`src/rtl/slgf_pkg.sv`:
```
// ----------------------------------------------------------------------------
// slgf_pkg
// Shared widths, constants and types of the scheduled linear gain fader.
// ----------------------------------------------------------------------------
package slgf_pkg;

    localparam int SAMPLE_BITS    = 24;
    localparam int GAIN_FRAC_BITS = 14;
    localparam int GAIN_BITS      = 16;
    localparam int DELAY_BITS     = 32;
    localparam int LEN_BITS       = 24;
    localparam int RECIP_FRAC     = 24;
    localparam int RECIP_BITS     = RECIP_FRAC + 1;
    // (goal - start) times ramp position, plus the start term
    localparam int ACC_BITS       = GAIN_BITS + 1 + RECIP_BITS + 1;

    localparam logic [GAIN_BITS-1:0]  GAIN_UNITY = GAIN_BITS'(64'd1 << GAIN_FRAC_BITS);
    localparam logic [RECIP_BITS-1:0] Q24_ONE    = RECIP_BITS'(64'd1 << RECIP_FRAC);
    localparam logic [ACC_BITS-1:0]   Q24_HALF   = ACC_BITS'(64'd1 << (RECIP_FRAC - 1));

    typedef struct packed {
        logic                          action;
        logic signed [SAMPLE_BITS-1:0] left_in;
        logic signed [SAMPLE_BITS-1:0] right_in;
        logic [GAIN_BITS-1:0]          target_gain;
        logic [DELAY_BITS-1:0]         start_delay;
        logic [LEN_BITS-1:0]           ramp_samples;
    } t_in_item;

    typedef struct packed {
        logic signed [SAMPLE_BITS-1:0] left_out;
        logic signed [SAMPLE_BITS-1:0] right_out;
        logic [GAIN_BITS-1:0]          gain_now;
        logic                          fading;
        logic                          ramp_finished;
    } t_out_item;

    typedef struct packed {
        logic                 load;
        logic [GAIN_BITS-1:0] gain;
    } t_lane_ctrl;

    typedef struct packed {
        logic [GAIN_BITS-1:0] gain_now;
        logic                 fading;
        logic                 ramp_finished;
    } t_status;

    typedef struct packed {
        logic busy;
        logic done;
    } t_div_stat;

endpackage

```
`src/rtl/slgf_lane.sv`:
```
// ----------------------------------------------------------------------------
// slgf_lane
// One channel: sample times gain, rounded and saturated.
// ----------------------------------------------------------------------------
module slgf_lane (
    input  logic                                   i_clk,
    input  slgf_pkg::t_lane_ctrl                   i_ctrl,
    input  logic signed [slgf_pkg::SAMPLE_BITS-1:0] i_sample,
    output logic signed [slgf_pkg::SAMPLE_BITS-1:0] o_sample
);

    localparam int SW     = slgf_pkg::SAMPLE_BITS;
    localparam int PROD_W = SW + slgf_pkg::GAIN_BITS + 1;
    localparam int RND_W  = PROD_W + 1;
    localparam logic signed [RND_W-1:0] ROUND_BIAS =
        RND_W'(64'd1 << (slgf_pkg::GAIN_FRAC_BITS - 1));
    localparam logic [SW-1:0] SAT_MAX = {1'b0, {(SW-1){1'b1}}};
    localparam logic [SW-1:0] SAT_MIN = {1'b1, {(SW-1){1'b0}}};

    logic signed [PROD_W-1:0] r_prod;
    logic signed [RND_W-1:0]  w_sum;
    logic signed [RND_W-1:0]  w_q;
    logic                     w_in_range;

    always_ff @(posedge i_clk) begin
        if (i_ctrl.load) begin
            r_prod <= PROD_W'(i_sample) * $signed({1'b0, i_ctrl.gain});
        end
    end

    assign w_sum = RND_W'(r_prod) + ROUND_BIAS;
    assign w_q   = w_sum >>> slgf_pkg::GAIN_FRAC_BITS;

    // fits when every bit above the sample's sign bit copies it
    assign w_in_range = (&w_q[RND_W-1:SW-1]) | ~(|w_q[RND_W-1:SW-1]);

    always_comb begin
        if (w_in_range) begin
            o_sample = w_q[SW-1:0];
        end else if (w_q[RND_W-1]) begin
            o_sample = SAT_MIN;
        end else begin
            o_sample = SAT_MAX;
        end
    end

endmodule

```
`config.mk`:
```
export PLATFORM = sky130hd
export DESIGN_NAME = slgf_lane
export DESIGN_NICKNAME = d
export VERILOG_FILES = /design/src/rtl/slgf_pkg.sv /design/src/rtl/slgf_lane.sv
export SDC_FILE = /design/constraint.sdc
export NUM_CORES = 1
export LEC_CHECK = 0
export BUFFER_PORTS_ARGS = -buffer_cell sky130_fd_sc_hd__buf_2
export CAP_MARGIN = 20
export CORE_MARGIN = 2
export CORE_UTILIZATION = 28
export CTS_CLUSTER_DIAMETER = 30
export DETAILED_ROUTE_END_ITERATION = 10
export PLACE_DENSITY = 0.46
export SLEW_MARGIN = 30
export SYNTH_ARGS = -nofsm -noshare
export SYNTH_HDL_FRONTEND = slang
export SYNTH_SLANG_ARGS = --single-unit
```
`constraint.sdc`:
```
create_clock -name i_clk -period 11.8 [get_ports i_clk]
set_input_delay 2.36 -clock i_clk [delete_from_list [all_inputs] [get_ports i_clk]]
set_output_delay 2.36 -clock i_clk [all_outputs]
set_load 0.005 [all_outputs]
```
---- Word level (Yosys, flattened, before mapping) ----
Cells that the tools add are included.
W data, S select, Z words.
word-level totals
  input bits .............................. 42
  logic and storage cells ................. 9
  output and inout port bits .............. 24
  register bits ........................... 41
cells by class
  muxes and demuxes ....................... 2
  add/subtract/negate cells ............... 1
  reductions and logical operators ........ 2
  bitwise logic cells ..................... 2
  $mul .................................... 1
operator list
  kind                      number
  $mux W24                  2
  $add A41 B15 Y42 const B  1
  $mul A24 B17 Y41          1
  $reduce_and A5 Y1         1
  $reduce_or A5 Y1          1
  $not A1 Y1                1
  $or A1 B1 Y1              1

---- Longest topological paths before layout ----
  depth in word-level cells ............... 5
  gate-level depth with buffers ........... 24
  depth with buffers taken out ............ 23

---- Least setup slack after synthesis ----
Ideal clock, no wire load.
  path type ............................... input -> register
  start point ............................. input i_ctrl[8] in the netlist's numbering
  end point ............................... register r_prod[26], data pin
  arrival time ............................ 7.603 ns
  setup slack ............................. 3.939 ns
  data required time ...................... 11.542 ns
  library setup time ...................... 0.258 ns
  buffers on the path ..................... 1
  stages .................................. 22
  cell sequence ........................... clkbuf_1 nand2_1 fa_1 inv_1 fa_1 inv_1 fa_1 inv_1 fa_1 fa_1 inv_1 fa_1 inv_1 ha_1 a21oi_1 o21ai_0 a221oi_1 nand2_1 a31o_2 a21o_1 a21oi_1 xnor2_1
between the ends
  word-level cells in the longest chain between the ends .. 1
RTL lines
  item                    RTL line         source
  start: declaration      slgf_lane.sv:7   input slgf_pkg::t_lane_ctrl i_ctrl,
  $mul A24 B17 Y41        slgf_lane.sv:27  r_prod <= PROD_W'(i_sample) * $signed({1'b0, i_ctrl.gain});
  end signal: assignment  slgf_lane.sv:27
  end: declaration        slgf_lane.sv:20  logic signed [PROD_W-1:0] r_prod;
Every way passes these cells.
A chain may end at the register's enable or synchronous reset.

---- Worst setup path in the final report ----
  start point ............................. input i_ctrl[2] in the netlist's numbering
  end point ............................... register r_prod[40], data pin
The elaborated chain is that of the path after synthesis.

==> results_dict.tcl <==
set metrics [dict create \
    area_delta_synth_final_pct 6.93 \
    portBuffers 65 \
    slowest_stage "fa_1" \
    ys_seq_area_share_pct 5.59 \
    min_period_ns 8.53 \
    cp_cell_sequence "buf_2 > nand2_1 > fa_1 > fa_1 > inv_1 > fa_1 > fa_1 > fa_1 > inv_1 > fa_1 > inv_1 > ha_1 > a21oi_1 > nor2b_1 > o21ai_0 > a2111oi_0 > nor2_1 > o211ai_1 > a31oi_1 > xnor2_1" \
    diodes 0 \
    endpoint_kind "register" \
    final_common_cell "inv_1" \
    slowest_delay_ns 0.80 \
    syn_area_per_cell_sq_um 9.20 \
    path_common_cell "fa_1" \
    dr.pass1.iters 5 \
    syn_nets 2153 \
    synth_area_sq_um 15100 \
    routed_wl_mm 38.5 \
    grt_pass1_wl_mm 64.8 \
    cts_root_buf "clkbuf_16" \
    antenna_found_initial 0 \
    cp_max_fo 24 \
    gr-total-overflow 0 \
    final_nets 2164 \
    status "finished clean" \
    period_share_pct 72.3 \
    async_flop_share_pct 0 \
    setup_viol_count_final 0 \
    synth_ff_type "edfxtp_1" \
    htree_levels 1 \
    first_global_vias 12200 \
    initial_core_util_pct 28.5 \
    gp_congestion 0.800 \
    holdPathEnd "r_prod[14]" \
    ant_nets 0 \
    hp-start "i_ctrl[16]" \
    die_w_um 236 \
    clk_path_buf_depth 2 \
    required_ns 11.82 \
    largest_reg_flops 28 \
    cts_made_buffers 3 \
    syn_inst 1636 \
    clk_pin_slew_ns 0.07 \
    io_pins 66 \
    ys_seq_elements 28 \
    synth-edff-count 28 \
    hold_viol 0 \
    fin_setup_tns_ns 0 \
    rows 84 \
    track_usage_pct 14.7 \
    cts.sinks 28 \
    synth_cell_types 49 \
    post_cts_buffers 0 \
    via_count 10400 \
    synth_warnings 0 \
    cts_tree "built" \
    cts_hold_buf 0 \
    cts_resized 0 \
    top_regs "r_prod: 28 flops" \
    core_sq_um 52900 \
    grt_max_degree 29 \
    final_cell_mix "inv_1 (435), fa_1 (375), nand2_1 (261)" \
    place_hpwl_mm 32.2 \
    drtIter0Drc 389 \
    post_drt_wl_per_cell_um 16.5 \
    fmaxAchievable_ghz 0.117 \
    slew_headroom_pct 44.6 \
    drc 0 \
    via_per_inst 4.45 \
    hp-class "in2reg" \
    layout-drive-gt1-share_pct 6.38 \
    min_delay_path_depth 1 \
    die_area_sq_um 55600 \
    arrival_ns 8.55 \
    cp-start-kind "primary input" \
    maxCapViolCount 0 \
    worstMarginPinSlew_ns 0.827 \
    slew_viol_final 0 \
    crit_type "in2reg" \
    rsz0062_at_grt "no" \
    fp.dieH_um 236 \
    top_register "r_prod" \
]
[through the flow]
stage | setup slack, ns | instances | utilization [%] | instance area, sq um | hold WS (ns)
finish | 3.27 | 2334 | 30.4 | 16100 | 2.66
global route | 2.89 | 2334 | 30.4 | 16100 | 2.71
CTS | 3.26 | 2334 | 30.4 | 16100 | 2.67
detailed placement | 2.98 | 2330 | 30.2 | 16000 | 2.95
global placement | 3.07 | 2330 | 30.2 | 16000 | 2.94
floorplan | 3.94 | 1636 | - | 15100 | 2.47
[layer usage]
layer / GRT usage, % / vias up / wire length [um]
met2: 29.0 / 108 / 21200
met3: 0.737 / 29 / 634
met4: 2.34 / 0 / 675
met5: 0 / - / 0
li1: - / 4789 / -
met1: 17.6 / 5459 / 16000
[worst max-delay path by stage]
stage              start    endpoint  slack, ns  cells past startpoint
4_1_cts        i_ctrl[2]  r_prod[35]       3.26                     19
3_5_place_dp   i_ctrl[2]  r_prod[35]       2.98                     19
3_3_place_gp   i_ctrl[2]  r_prod[40]       3.07                     20
2_1_floorplan  i_ctrl[8]  r_prod[26]       3.94                     22
6_report       i_ctrl[2]  r_prod[40]       3.27                     20
5_1_grt        i_ctrl[2]  r_prod[35]       2.89                     19
[layout make-up]
cell class	count	area (sq um)
fill	5610	36800
multi-input combinational	1113	12300
inverter	435	1630
tap	688	861
sequential	28	841
timing repair buffer	66	333
clock buffer	3	75.1
clock inverter	1	30.0
[cells by family after synthesis]
| family | share of synthesized area, % |
|---|---|
| compound gates | 5.10 |
| xor+xnor | 3.37 |
| fa+ha+maj | 58.2 |
| buf+inv | 12.5 |
| flops | 5.59 |
| simple gates | 15.2 |
[critical path: cells and delay by family]
kind	cells	cell delay (ns)
compound gates	5	1.04
simple gates	3	0.50
buf+inv	4	0.85
xor+xnor	1	0.14
fa+ha+maj	7	3.61
[synthesized netlist by cell type (2+ instances only)]
cell type	n	area share (%)
inv_1	435	11
fa_1	375	50
nand2_1	261	6.5
and2_1	142	5.9
ha_1	100	8.3
clkbuf_1	56	1.4
a21oi_1	31	1.0
xnor2_1	31	1.8
edfxtp_1	28	5.6
xor2_1	27	1.6
o21ai_2	21	1.2
nor2_1	17	0.42
nand3_1	15	0.50
o21ai_0	14	0.47
a211oi_1	8	0.40
nand4_1	7	0.29
o211ai_1	7	0.35
a21o_1	5	0.25
nor3_1	5	0.17
and3_1	4	0.17
buf_6	4	0.30
o21a_1	4	0.20
a31oi_1	3	0.12
and4_1	3	0.17
nor2b_1	3	0.12
nor4_1	3	0.12
a221o_1	2	0.13
nand2b_1	2	0.083
nand3_2	2	0.13
o21bai_1	2	0.10
Power is not shown: default switching activity piles up to over one toggle a cycle in this logic, so the estimate is an artifact.
