$ cat config.mk
export PLATFORM = sky130hd
export DESIGN_NAME = slgf_merge_flat
export DESIGN_NICKNAME = d
export VERILOG_FILES = /design/src/rtl/slgf_pkg.sv /design/src/rtl/slgf_if.sv /design/src/rtl/slgf_merge.sv /design/src/flat_wrapper.sv
export SDC_FILE = /design/constraint.sdc
export NUM_CORES = 1
export LEC_CHECK = 0
export ABC_AREA = 1
export CAP_MARGIN = 20
export CORE_MARGIN = 2
export CORE_UTILIZATION = 64
export DETAILED_ROUTE_END_ITERATION = 16
export DONT_BUFFER_PORTS = 1
export GPL_ROUTABILITY_DRIVEN = 1
export PLACE_DENSITY = 0.86
export REMOVE_ABC_BUFFERS = 1
export SLEW_MARGIN = 20
export SYNTH_ARGS = -nofsm -noshare
export SYNTH_HDL_FRONTEND = slang
export SYNTH_SLANG_ARGS = --single-unit
$ cat constraint.sdc
create_clock -name i_clk -period 1.8 [get_ports i_clk]
set_clock_uncertainty 0.1 [all_clocks]
set_input_delay 0.36 -clock i_clk [delete_from_list [all_inputs] [get_ports i_clk]]
set_output_delay 0.36 -clock i_clk [all_outputs]
set_load 0.005 [all_outputs]
$ cat src/rtl/slgf_pkg.sv
// ----------------------------------------------------------------------------
// slgf_pkg
// Shared widths, constants and types of the scheduled linear gain fader.
// ----------------------------------------------------------------------------
package slgf_pkg;

    localparam int SAMPLE_BITS    = 24;
    localparam int GAIN_FRAC_BITS = 14;
    localparam int GAIN_BITS      = 16;
    localparam int DELAY_BITS     = 32;
    localparam int LEN_BITS       = 24;
    localparam int RECIP_FRAC     = 24;
    localparam int RECIP_BITS     = RECIP_FRAC + 1;
    // (goal - start) times ramp position, plus the start term
    localparam int ACC_BITS       = GAIN_BITS + 1 + RECIP_BITS + 1;

    localparam logic [GAIN_BITS-1:0]  GAIN_UNITY = GAIN_BITS'(64'd1 << GAIN_FRAC_BITS);
    localparam logic [RECIP_BITS-1:0] Q24_ONE    = RECIP_BITS'(64'd1 << RECIP_FRAC);
    localparam logic [ACC_BITS-1:0]   Q24_HALF   = ACC_BITS'(64'd1 << (RECIP_FRAC - 1));

    typedef struct packed {
        logic                          action;
        logic signed [SAMPLE_BITS-1:0] left_in;
        logic signed [SAMPLE_BITS-1:0] right_in;
        logic [GAIN_BITS-1:0]          target_gain;
        logic [DELAY_BITS-1:0]         start_delay;
        logic [LEN_BITS-1:0]           ramp_samples;
    } t_in_item;

    typedef struct packed {
        logic signed [SAMPLE_BITS-1:0] left_out;
        logic signed [SAMPLE_BITS-1:0] right_out;
        logic [GAIN_BITS-1:0]          gain_now;
        logic                          fading;
        logic                          ramp_finished;
    } t_out_item;

    typedef struct packed {
        logic                 load;
        logic [GAIN_BITS-1:0] gain;
    } t_lane_ctrl;

    typedef struct packed {
        logic [GAIN_BITS-1:0] gain_now;
        logic                 fading;
        logic                 ramp_finished;
    } t_status;

    typedef struct packed {
        logic busy;
        logic done;
    } t_div_stat;

endpackage

$ cat src/rtl/slgf_if.sv


interface slgf_out_if;
    logic                valid;
    logic                ready;
    slgf_pkg::t_out_item data;

    modport source (output valid, output data, input ready);
    modport sink   (input valid, input data, output ready);
endinterface

$ cat src/rtl/slgf_merge.sv
// ----------------------------------------------------------------------------
// slgf_merge
// Joins both lanes and the gain status into one result held for the sink.
// ----------------------------------------------------------------------------
module slgf_merge (
    input  logic                                    i_clk,
    input  logic                                    i_rst_n,
    input  logic                                    i_load,
    input  logic signed [slgf_pkg::SAMPLE_BITS-1:0] i_left,
    input  logic signed [slgf_pkg::SAMPLE_BITS-1:0] i_right,
    input  slgf_pkg::t_status                       i_status,
    output logic                                    o_free,
    slgf_out_if.source                              o_out
);

    logic                r_valid;
    slgf_pkg::t_out_item r_item;

    assign o_free = !r_valid || o_out.ready;

    always_ff @(posedge i_clk) begin
        if (!i_rst_n) begin
            r_valid <= 1'b0;
        end else if (i_load) begin
            r_valid <= 1'b1;
        end else if (o_out.ready) begin
            r_valid <= 1'b0;
        end
    end

    always_ff @(posedge i_clk) begin
        if (i_load) begin
            r_item.left_out      <= i_left;
            r_item.right_out     <= i_right;
            r_item.gain_now      <= i_status.gain_now;
            r_item.fading        <= i_status.fading;
            r_item.ramp_finished <= i_status.ramp_finished;
        end
    end

    assign o_out.valid = r_valid;
    assign o_out.data  = r_item;

endmodule

$ cat src/flat_wrapper.sv
// flat-port wrapper written by rule: the top's interface ports become plain ports
module slgf_merge_flat 
  (i_clk, i_rst_n, i_load, i_left, i_right, i_status, o_free, o_out_valid, o_out_data, o_out_ready);
  slgf_out_if o_out_i ();
  input  logic i_clk;
  input  logic i_rst_n;
  input  logic i_load;
  input  logic signed [slgf_pkg::SAMPLE_BITS-1:0] i_left;
  input  logic signed [slgf_pkg::SAMPLE_BITS-1:0] i_right;
  input  slgf_pkg::t_status i_status;
  output logic o_free;
  output wire logic [$bits(o_out_i.valid)-1:0] o_out_valid;
  output wire logic [$bits(o_out_i.data)-1:0] o_out_data;
  input wire logic [$bits(o_out_i.ready)-1:0] o_out_ready;
  assign o_out_valid = o_out_i.valid;
  assign o_out_data = o_out_i.data;
  assign o_out_i.ready = o_out_ready;
  slgf_merge u_core (.i_clk(i_clk), .i_rst_n(i_rst_n), .i_load(i_load), .i_left(i_left), .i_right(i_right), .i_status(i_status), .o_free(o_free), .o_out(o_out_i));
endmodule
==> qor.txt, run 1 <==
Rows = 20
Placer Congestion = 0.6830
Top Ports = 138
Failed at = 4_1_cts
Syn Area/Cell = 28.17 µm²
Hold Buf Count CTS = 67
H-tree depth = 3
Starting Density = 66.98%
Post-CTS Resized = 0
First Error = [ERROR DPL-0033] detailed placement checks failed during check placement.
Root buf cell = clkbuf_4
Placed cell area = 2083 µm²
CTS buffer count = 9
IO buf count = 0
Die width = 60.30 µm
CTS max path bufs = 2
Status = did not finish
Cell variety after synth = 5
Post-Syn Area = 2028 µm²
Ys Warns = 0
Sequential cell area fraction in the yosys report = 98.70%
Die Y = 60.30 µm
Synth Instances = 72
Setup bufs post-CTS = 0
CTS sink count = 67
FF+latch count, synth = 67
[stage by stage]
step | worst slack (ns) | std cells | utilization (%) | hold slack (ns)
after global placement | 0.8761 | 116 | 68.80 | 0.3589
after detailed placement | 0.8766 | 116 | 68.80 | 0.3589
after floorplan | 0.8825 | 72 | - | 0.3589
[logic make-up after synthesis]
logic type	share of synthesized area, %
buffers and inverters	0.5552
flip-flops	98.70
AND/OR/NAND/NOR	0.3086
AO/OA/AOI/OAI	0.4319
[Yosys cell counts]
master,n,area [µm²]
a21oi_2,1,8.760
dfxtp_1,1,20.02
edfxtp_1,66,1982
inv_1,3,11.26
nand2_2,1,6.260
==> inputs of run 2 (changes only) <==
--- a/config.mk
+++ b/config.mk
@@ -8,11 +8,11 @@
 export ABC_AREA = 1
 export CAP_MARGIN = 20
 export CORE_MARGIN = 2
-export CORE_UTILIZATION = 64
+export CORE_UTILIZATION = 40
 export DETAILED_ROUTE_END_ITERATION = 16
 export DONT_BUFFER_PORTS = 1
 export GPL_ROUTABILITY_DRIVEN = 1
-export PLACE_DENSITY = 0.86
+export PLACE_DENSITY_LB_ADDON = 0.15
 export REMOVE_ABC_BUFFERS = 1
 export SLEW_MARGIN = 20
 export SYNTH_ARGS = -nofsm -noshare
==> run 2 against run 1 <==
The flow now finishes without violations. Synthesized cell count unchanged. Area after synthesis is the same.
==> qor.txt, run 2 <==
Syn Area/Cell = 28.17 µm² (unchanged)
Max Fclk = 805.2 MHz
Period utilization = 69.00%
Leakage = 0.7744 nW
Status = complete, no violations (was did not finish)
Slowest cell on the critical path = dfxtp_1
Sequential cell area fraction in the yosys report = 98.70% (unchanged)
CTS tree = done
GRT met3 Usage = 8.032%
DRC viols = 0
Clk_lat worst skew = 0.32 ns
DR vias/cell = 4.916
Grt peak-use layer = met2
Core Box Area = 4817 µm²
Ys Warns = 0 (unchanged)
Initial drt markers = 35
Routed length per placed instance = 20.89 µm
Most frequent cells in the layout = edfxtp_1 (66), clkbuf_8 (11), inv_1 (3), clkbuf_1 (3)
Post-synthesis xor/xnor area fraction = 0% (unchanged)
CTS buffer count = 9 (unchanged)
Reg clk slew, reported paths = 0.07 ns
Slew HR = 91.39%
First-pass GRT wire length = 3905 µm
Final min period = 1.242 ns
Slew @ Worst Pin = 0.1290 ns
Placer Congestion = 0.6289 (was 0.6830)
Met1 global-route usage = 8.520%
Final antenna-violating net count = 0
Top Ports = 138 (unchanged)
Peak VDD IR = 0.5372 mV
CTS max path bufs = 2 (unchanged)
Mux cell area share after synthesis = 0% (unchanged)
Slew Limit Fails = 0
IO buf count = 0 (unchanged)
FF+latch count, synth = 67 (unchanged)
Top FF cell, synth = edfxtp_1 (unchanged)
WP data required = 1.34 ns
Synth Instances = 72 (unchanged)
Unrepaired setup endpoints after global routing = no
Pre-Repair DR Iteration Count = 4
CTS sink count = 67 (unchanged)
Crit path depth = 1
CP bufs+invs = 0
Total track usage = 10.97%
Final net count = 153
Register area = 2002 µm²
Rows = 25 (was 20)
Post-Synth Adder-Cell Area = 0% (unchanged)
Fraction of layout cells with a size suffix above 1 = 17.05%
Type of origin of the critical path = register
Cell variety after synth = 5 (unchanged)
Register-to-Register Path Depth = 2
EDFF count, synth = 66 (unchanged)
Post-Syn Area = 2028 µm² (unchanged)
Ys async rst share = 0% (unchanged)
Fin util = 47.95%
Final Hold Fails = 0
Area contributors post-synth = edfxtp_1 (98%), dfxtp_1 (0.99%), inv_1 (0.56%), a21oi_2 (0.43%), nand2_2 (0.31%) (unchanged)
Pwr Density = 1350 nW/µm²
Die width = 75.21 µm (was 60.30 µm)
MaxCap Viol Count = 0
Most common cell after layout, fill and taps aside = edfxtp_1
Hold Buf Count CTS = 0 (was 67)
Vias in the first global route = 755
DRT Wirelength = 3238 µm
Critical path arrival = 0.78 ns
Worst min path class = primary input to register
Largest family of logic cells by synthesized area = buffers and inverters (unchanged)
Fillers = 435
Worst Path Max Fanout = 2
Crit end category = primary output
Post-synth top area share = 97.72% (unchanged)
Largest area contributor in the netlist = edfxtp_1 (unchanged)
Max FFs per register = 66
Final Power = 0.003118 W
Area Growth Syn to Fin = 13.88%
Final setup fails = 0
Hold Crit Depth = 0
H-tree depth = 3 (unchanged)
Die Y = 75.21 µm (was 60.30 µm)
Delay-heaviest family, CP = flip-flops
DR vias = 762
Crit path kind = register to primary output
WHS = 0.02794 ns
Starting Density = 42.10% (was 66.98%)
Top cells by count, synth = edfxtp_1 (66), inv_1 (3), a21oi_2 (1), dfxtp_1 (1), nand2_2 (1) (unchanged)
Most common cell in the synthesized netlist = edfxtp_1 (unchanged)
Cells along the critical path = nand2_2
Antenna violations before repair = 0
Pin count of the biggest net entering global routing = 68
Post-synthesis simple-gate area fraction = 0.3085% (unchanged)
Grt total ovfl = 0
N_diodes = 0
CP peak stage delay = 0.37 ns
Multi-input gate area = 15.01 µm²
Sum Neg Setup Slack = 0 ns
Die ar. = 5656 µm²
Setup bufs post-CTS = 0 (unchanged)
Post-CTS Resized = 0 (unchanged)
Met2 Usage GRT = 17.45%
Root buf cell = clkbuf_8 (was clkbuf_4)
Synth Area in Compound Gates = 0.4318% (unchanged)
-- run 2: cell counts after synthesis --
Identical to the previous run, type by type.
-- run 2: report_power, final --
group,switching (W),internal (W),leakage [nW],total [W]
combinational,0.00000292,0.00000181,0.0195,0.00000473
sequential,0.0000630,0.00186,0.654,0.00192
clock,0.000478,0.000715,0.101,0.00119
total,0.000544,0.00257,0.774,0.00312
-- run 2: path summary, 6_finish.rpt --
path / from / endpoint / slack, ns
max: u_core.o_out.valid$_SDFFE_PN0P_ / o_free / 0.56
min reg2reg: u_core.o_out.valid$_SDFFE_PN0P_ / u_core.o_out.valid$_SDFFE_PN0P_ / 0.43
min: i_right[12] / u_core.o_out.data[30]$_DFFE_PP_ / 0.03
max reg2reg: u_core.o_out.valid$_SDFFE_PN0P_ / u_core.o_out.valid$_SDFFE_PN0P_ / 1.05
-- run 2: logic make-up (layout without fill, tap and decap cells) --
kind of cell    count (synthesis)  after routing
compound gates                  1              1
buf+inv                         3             19
flops                          67             67
simple gates                    1              1
-- run 2: layout make-up --
type / instances / area share (%)
Clock buffer: 14 / 7.042
Clock inverter: 2 / 1.517
Inverter: 3 / 0.4875
Multi-Input combinational cell: 2 / 0.6501
Sequential cell: 67 / 86.67
Tap cell: 67 / 3.629
-- run 2: stage by stage --
stage,setup WS [ns],std cells,instance area (µm²)
after floorplan,0.8825,72,2028
after global placement,0.8749,139,2112
after detailed placement,0.8737,139,2112
after CTS,0.5267,155,2310
after global routing,0.5217,155,2310
final,0.5580,155,2310
-- run 2: layer usage --
layer  share of wire [%]  up-vias
li1                    -      305
met1                  32      365
met2                  52       88
met3                  15        4
met4                0.83        0
met5                   0        -
(Power assumes the default switching activity.)
==> inputs of run 3 (changes only) <==
==> constraint.sdc (replaced) <==
create_clock -name i_clk -period 1.15 [get_ports i_clk]
set_clock_uncertainty 0.1 [all_clocks]
set_input_delay 0.23 -clock i_clk [delete_from_list [all_inputs] [get_ports i_clk]]
set_output_delay 0.23 -clock i_clk [all_outputs]
set_load 0.005 [all_outputs]
==> run 3 against run 2 <==
Global-route usage is 2.1 points higher. Utilization increased by 14 points. The flow now finishes with violations (negative hold slack). Critical endpoint is now o_out_data[62]. Final cell count increased by 44%. Hold slack got worse by 0.11 ns. Flip-flop and latch count is the same. Via count grew 34%. Highest routed layer unchanged. Sequential power rose by 57%.
==> qor.txt, run 3 (same netlist as run 2, synthesis figures left out) <==
Status = complete, but fails checks (was complete, no violations)
Violations in the final reports = negative hold slack
MaxCap Viol Count = 0 (unchanged)
WP data required = 0.82 ns (was 1.34 ns)
Max Fclk = 930.4 MHz
Unrepaired setup endpoints after global routing = no (unchanged)
Antenna violations before repair = 0 (unchanged)
Switch share = 18.44% (was 17.46%)
Setup bufs post-CTS = 0 (unchanged)
Die width = 75.21 µm (unchanged)
Core Box Area = 4817 µm² (unchanged)
Total track usage = 13.11% (was 10.97%)
Routed length per placed instance = 16.68 µm (was 20.89 µm)
Reg2reg start = u_core.o_out.valid$_SDFFE_PN0P_ (unchanged)
Root buf cell = clkbuf_8 (unchanged)
Peak VDD IR = 0.9299 mV (was 0.5372 mV)
Crit end category = primary output (unchanged)
Max Used Layer = met4 (unchanged)
CTS buffer count = 9 (unchanged)
Hold path startpoint = i_load (was i_right[12])
DR vias = 1019 (was 762)
CTS max path bufs = 2 (unchanged)
Sequential Power Share = 62.0% (was 61.6%)
Clk network pwr share = 34.0% (was 38.3%)
Critical path arrival = 0.74 ns (was 0.78 ns)
Final antenna-violating net count = 0 (unchanged)
Met3 Wirelength = 466 µm (was 497 µm)
Initial drt markers = 36 (was 35)
Most frequent cells in the layout = dlygate4sd3_1 (68), edfxtp_1 (66), clkbuf_8 (11) (was edfxtp_1 (66), clkbuf_8 (11), inv_1 (3), clkbuf_1 (3))
Starting Density = 42.10% (unchanged)
First-pass GRT wire length = 4933 µm (was 3905 µm)
Comb pwr share = 4.0% (was 0.2%)
WHS = -0.08671 ns (was 0.02794 ns)
Pint = 0.003956 W (was 0.002573 W)
Leakage = 1.048 nW (was 0.7744 nW)
Final setup fails = 0 (unchanged)
Final Cell Area = 2967 µm² (was 2310 µm²)
Slew HR = 92.28% (was 91.39%)
Hold Buf Count CTS = 68 (was 0)
DR vias/cell = 4.570 (was 4.916)
Most common cell after layout, fill and taps aside = dlygate4sd3_1 (was edfxtp_1)
Period utilization = 93.46%
Hold Crit Depth = 0 (unchanged)
Clk_lat worst skew = 0.32 ns (about the same)
Max FFs per register = 66 (unchanged)
IO buf count = 0 (unchanged)
Slew @ Worst Pin = 0.1161 ns (was 0.1290 ns)
Post-Route M1 WL = 1219 µm (was 1038 µm)
H-tree depth = 3 (unchanged)
Rows = 25 (unchanged)
CTS tree = done (unchanged)
Worst min path class = primary input to register (unchanged)
P_sw = 0.0008945 W (was 0.0005444 W)
Placer Congestion = 0.6389 (was 0.6289)
Hold EP = u_core.o_out.data[41]$_DFFE_PP_ (was u_core.o_out.data[30]$_DFFE_PP_)
Area Growth Syn to Fin = 46.27% (was 13.88%)
Final min period = 1.075 ns
Final Hold Fails = 67 (was 0)
Top Ports = 138 (unchanged)
Die Y = 75.21 µm (unchanged)
Sum Neg Setup Slack = 0 ns (unchanged)
DRT Wirelength = 3720 µm (was 3238 µm)
Met2 WL = 1921 µm (was 1674 µm)
Crit path kind = register to primary output (unchanged)
Slew Limit Fails = 0 (unchanged)
Final net count = 221 (was 153)
Pwr Density = 1635 nW/µm² (was 1350 nW/µm²)
Register-to-Register Path Depth = 2 (unchanged)
R2r endpoint = u_core.o_out.valid$_SDFFE_PN0P_ (unchanged)
Pre-Repair DR Iteration Count = 3 (was 4)
Placed cell area = 2112 µm² (unchanged)
R2R setup slack = 0.45 ns (was 1.05 ns)
Vias in the first global route = 1091 (was 755)
Fraction of layout cells with a size suffix above 1 = 10.26% (was 17.05%)
CTS sink count = 67 (unchanged)
Type of origin of the critical path = register (unchanged)
Die ar. = 5656 µm² (unchanged)
N_diodes = 0 (unchanged)
Grt total ovfl = 0 (unchanged)
DRC viols = 0 (unchanged)
Worst Path Max Fanout = 1 (was 2)
Pin count of the biggest net entering global routing = 68 (unchanged)
Reg clk slew, reported paths = 0.07 ns (about the same)
==> run 3: area by class of cell <==
cell class	instances	area, µm²
inverter	3	11.26
tap	67	83.83
sequential	67	2003
timing repair buffer	68	680.7
multi-input combinational	2	15.01
clock inverter	2	10.01
fill	366	1851
clock buffer	14	162.7
==> run 3: per-layer routing <==
layer / GRT usage [%] / up-vias
met1: 10.57 / 474
met2: 22.32 / 90
li1: - / 443
met5: 0 / -
met3: 7.898 / 12
met4: 10.53 / 0
==> run 3: worst max path at each step <==
stage	from	end	slack, ns	depth (start not counted)
floorplan	u_core.o_out.valid$_SDFFE_PN0P_	o_free	0.41	1
global placement	u_core.o_out.valid$_SDFFE_PN0P_	o_free	0.39	1
detailed placement	u_core.o_out.valid$_SDFFE_PN0P_	o_free	0.39	1
CTS	u_core.o_out.valid$_SDFFE_PN0P_	o_free	0.02	1
global route	u_core.o_out.data[55]$_DFFE_PP_	o_out_data[55]	0.04	0
finish	u_core.o_out.data[62]$_DFFE_PP_	o_out_data[62]	0.08	0
==> run 3: power by group through the flow <==
stage | Clock, W | Sequential (W) | Combinational, W
finish | 0.00165 | 0.00301 | 0.000194
global route | 0.00182 | 0.00303 | 0.000206
CTS | 0.00170 | 0.00301 | 0.000191
detailed placement | 0 | 0.00306 | 0.00000723
global placement | 0 | 0.00306 | 0.00000673
floorplan | 0 | 0.00303 | 0.00000633
==> run 3: timing repair <==
| action | 4_1_cts | 5_1_grt |
|---|---|---|
| setup endpoints to repair | 0 | 1 |
| endpoints found under the hold margin | 133 | 67 |
| resized for setup | 0 | 1 |
==> run 3: stage by stage <==
stage / setup slack [ns] / instances / util, % / total power [W]
finish: 0.07520 / 223 / 61.58 / 0.004850
global route: 0.03858 / 223 / 61.58 / 0.005053
CTS: 0.01592 / 223 / 61.56 / 0.004901
detailed placement: 0.3887 / 139 / 43.84 / 0.003064
global placement: 0.3901 / 139 / 43.84 / 0.003067
floorplan: 0.4144 / 72 / - / 0.003033
==> inputs of run 4 (changes only) <==
--- a/config.mk
+++ b/config.mk
@@ -5,10 +5,10 @@
 export SDC_FILE = /design/constraint.sdc
 export NUM_CORES = 1
 export LEC_CHECK = 0
-export ABC_AREA = 1
 export CAP_MARGIN = 20
 export CORE_MARGIN = 2
 export CORE_UTILIZATION = 40
+export CTS_BUF_LIST = sky130_fd_sc_hd__clkbuf_4 sky130_fd_sc_hd__clkbuf_8 sky130_fd_sc_hd__clkbuf_16
 export DETAILED_ROUTE_END_ITERATION = 16
 export DONT_BUFFER_PORTS = 1
 export GPL_ROUTABILITY_DRIVEN = 1
==> run 4 against run 3 <==
The flow still finishes with violations (negative hold slack). Utilization grew 0.88 points. Wire length grew 0.97%. Sequential power is essentially flat. Critical endpoint is now o_free. Via count shrank 1.2%. First-iteration DRC count grew 39%. Synthesized cell count shrank 2.8%. Final area grew 1.4%. Worst setup slack lost 0.016 ns. Die area grew 0.12%. Combinational power is essentially flat. Clock power grew 19%. Largest cell class unchanged.
==> qor.txt, run 4 <==
Status = complete, but fails checks (unchanged)
Violations in the final reports = negative hold slack (unchanged)
Pre-Repair DR Iteration Count = 4 (was 3)
Hold Crit Depth = 0 (unchanged)
DRT Wirelength = 3756 µm (was 3720 µm)
Vias in the first global route = 1046 (was 1091)
Final min period = 1.090 ns (was 1.075 ns)
Most frequent cells in the layout = dlygate4sd3_1 (68), edfxtp_1 (66), clkbuf_8 (12) (was dlygate4sd3_1 (68), edfxtp_1 (66), clkbuf_8 (11))
Most common cell after layout, fill and taps aside = dlygate4sd3_1 (unchanged)
Placer Congestion = 0.6438 (was 0.6389)
Critical Path Start = u_core.o_out.valid$_SDFFE_PN0P_ (was u_core.o_out.data[62]$_DFFE_PP_)
Slew Limit Fails = 0 (unchanged)
Crit path kind = register to primary output (unchanged)
R2R setup slack = 0.43 ns (was 0.45 ns)
CTS max path bufs = 2 (unchanged)
DR vias = 1007 (was 1019)
Fraction of layout cells with a size suffix above 1 = 12.34% (was 10.26%)
EDFF count, synth = 66 (unchanged)
CTS buffer count = 9 (unchanged)
WP data required = 0.82 ns (about the same)
Max Used Layer = met4 (unchanged)
Syn Area/Cell = 29.01 µm² (was 28.17 µm²)
Rows = 25 (unchanged)
Final antenna-violating net count = 0 (unchanged)
Starting Density = 42.16% (was 42.10%)
Initial drt markers = 50 (was 36)
Total track usage = 12.89% (was 13.11%)
Unrepaired setup endpoints after global routing = no (unchanged)
Routed length per placed instance = 17.00 µm (was 16.68 µm)
Worst min path class = primary input to register (unchanged)
Ys Warns = 0 (unchanged)
Leakage = 1.063 nW (was 1.048 nW)
Max FFs per register = 66 (unchanged)
Antenna violations before repair = 0 (unchanged)
Die width = 75.25 µm (was 75.21 µm)
H-tree depth = 3 (unchanged)
Pwr Density = 1716 nW/µm² (was 1635 nW/µm²)
Crit path depth = 1 (was 0)
N_diodes = 0 (unchanged)
Sum Neg Setup Slack = 0 ns (unchanged)
Hold Buf Count CTS = 68 (unchanged)
DR vias/cell = 4.557 (was 4.570)
CP peak stage delay = 0.37 ns
Crit end category = primary output (unchanged)
Met2 WL = 1941 µm (was 1921 µm)
Largest area contributor in the netlist = edfxtp_1 (unchanged)
Clk_lat worst skew = 0.33 ns (was 0.32 ns)
Core Box Area = 4817 µm² (unchanged)
First-pass GRT wire length = 4885 µm (was 4933 µm)
Reg clk slew, reported paths = 0.07 ns (about the same)
Post-Route M1 WL = 1282 µm (was 1219 µm)
Slew HR = 93.17% (was 92.28%)
CP bufs+invs = 0
Final net count = 219 (was 221)
Critical path arrival = 0.76 ns (was 0.74 ns)
Delay-heaviest family, CP = flip-flops
Dpl cells = 137 (was 139)
Ys async rst share = 0% (unchanged)
Top cells by count, synth = edfxtp_1 (66), a21boi_2 (1), dfxtp_1 (1), inv_1 (1), nand2b_4 (1) (was edfxtp_1 (66), inv_1 (3), a21oi_2 (1), dfxtp_1 (1), nand2_2 (1))
IO buf count = 0 (unchanged)
Slowest cell on the critical path = dfxtp_2
CTS sink count = 67 (unchanged)
Register-to-Register Path Depth = 2 (unchanged)
Post-Syn Area = 2031 µm² (was 2028 µm²)
Peak VDD IR = 1.133 mV (was 0.9299 mV)
Cells along the critical path = nand2b_4
Type of origin of the critical path = register (unchanged)
Final setup fails = 0 (unchanged)
Area Growth Syn to Fin = 48.18% (was 46.27%)
Synth Instances = 70 (was 72)
FF+latch count, synth = 67 (unchanged)
Period utilization = 94.81% (was 93.46%)
Pin count of the biggest net entering global routing = 68 (unchanged)
Root buf cell = clkbuf_8 (unchanged)
Grt total ovfl = 0 (unchanged)
Final Hold Fails = 67 (unchanged)
Hold EP = u_core.o_out.data[23]$_DFFE_PP_ (was u_core.o_out.data[41]$_DFFE_PP_)
Top Ports = 138 (unchanged)
Non-filler instance count after layout = 221 (was 223)
Setup bufs post-CTS = 0 (unchanged)
Reg2reg start = u_core.o_out.valid$_SDFFE_PN0P_ (unchanged)
Slew @ Worst Pin = 0.1024 ns (was 0.1161 ns)
Area contributors post-synth = edfxtp_1 (98%), dfxtp_1 (0.99%), nand2b_4 (0.68%), a21boi_2 (0.55%), inv_1 (0.18%) (was edfxtp_1 (98%), dfxtp_1 (0.99%), inv_1 (0.56%), a21oi_2 (0.43%), nand2_2 (0.31%))
Cell variety after synth = 5 (unchanged)
Max Fclk = 917.2 MHz (was 930.4 MHz)
Post-synth top area share = 97.60% (was 97.72%)
Hold path startpoint = i_load (unchanged)
CTS tree = done (unchanged)
Worst Path Max Fanout = 2 (was 1)
Met3 Wirelength = 435 µm (was 466 µm)
WHS = -0.08997 ns (was -0.08671 ns)
Top FF cell, synth = edfxtp_1 (unchanged)
DRC viols = 0 (unchanged)
Sequential cell area fraction in the yosys report = 98.58% (was 98.70%)
Most common cell in the synthesized netlist = edfxtp_1 (unchanged)
Final Power = 0.005165 W (was 0.004850 W)
R2r endpoint = u_core.o_out.valid$_SDFFE_PN0P_ (unchanged)
Die Y = 75.25 µm (was 75.21 µm)
MaxCap Viol Count = 0 (unchanged)
Die ar. = 5663 µm² (was 5656 µm²)
-- run 4: area by class of cell --
type                            count  area (µm²)
Inverter                            1       3.754
Tap cell                           67       83.83
Clock inverter                      4       47.55
Clock buffer                       12       165.2
Multi-Input combinational cell      2       25.02
Fill cell                         368        1808
Sequential cell                    67        2003
Timing Repair Buffer               68       680.7
-- run 4: kinds of logic after synthesis --
family | after synthesis | synth area share (%)
compound gates | 1 | 0.5545
flops | 67 | 98.58
simple gates | 1 | 0.6776
buf+inv | 1 | 0.1847
-- run 4: what timing repair did --
action / in CTS / in global routing
gates resized for setup: 1 / 0
setup endpoints to repair: 1 / 0
endpoints found under the hold margin: 133 / 67
-- run 4: worst reg2reg max path: cells and delay by family (launching register included) --
family | cells | cell delay (ns)
AOI/OAI and AO/OA | 1 | 0.12
DFF | 1 | 0.37
and+or+nand+nor | 1 | 0.07
-- run 4: worst max-delay path by stage --
stage / slack, ns / endpoint
5_1_grt: 0.03 / o_free
2_1_floorplan: 0.39 / o_free
4_1_cts: 0.04 / o_free
6_report: 0.06 / o_free
3_3_place_gp: 0.37 / o_free
3_5_place_dp: 0.37 / o_free
-- run 4: metal layers --
layer | GRT usage [%] | vias up
li1 | - | 441
met1 | 11.51 | 469
met2 | 21.64 | 87
met3 | 6.426 | 10
met4 | 10.53 | 0
met5 | 0 | -
-- run 4: metrics by stage --
step	cell area, µm²	util (%)	hold slack [ns]	setup WS, ns
5_1_grt	3009	62.47	-0.1124	0.03183
3_5_place_dp	2115	43.90	0.2289	0.3675
2_1_floorplan	2031	-	0.2289	0.3905
3_3_place_gp	2115	43.90	0.2289	0.3728
4_1_cts	3009	62.47	-0.1107	0.03955
6_report	3009	62.47	-0.08997	0.05968
-- run 4: power breakdown --
group	switching [W]	total, W	internal, W
Combinational	0.0000379	0.000196	0.000158
Sequential	0.000104	0.00301	0.00290
Clock	0.000790	0.00196	0.00117
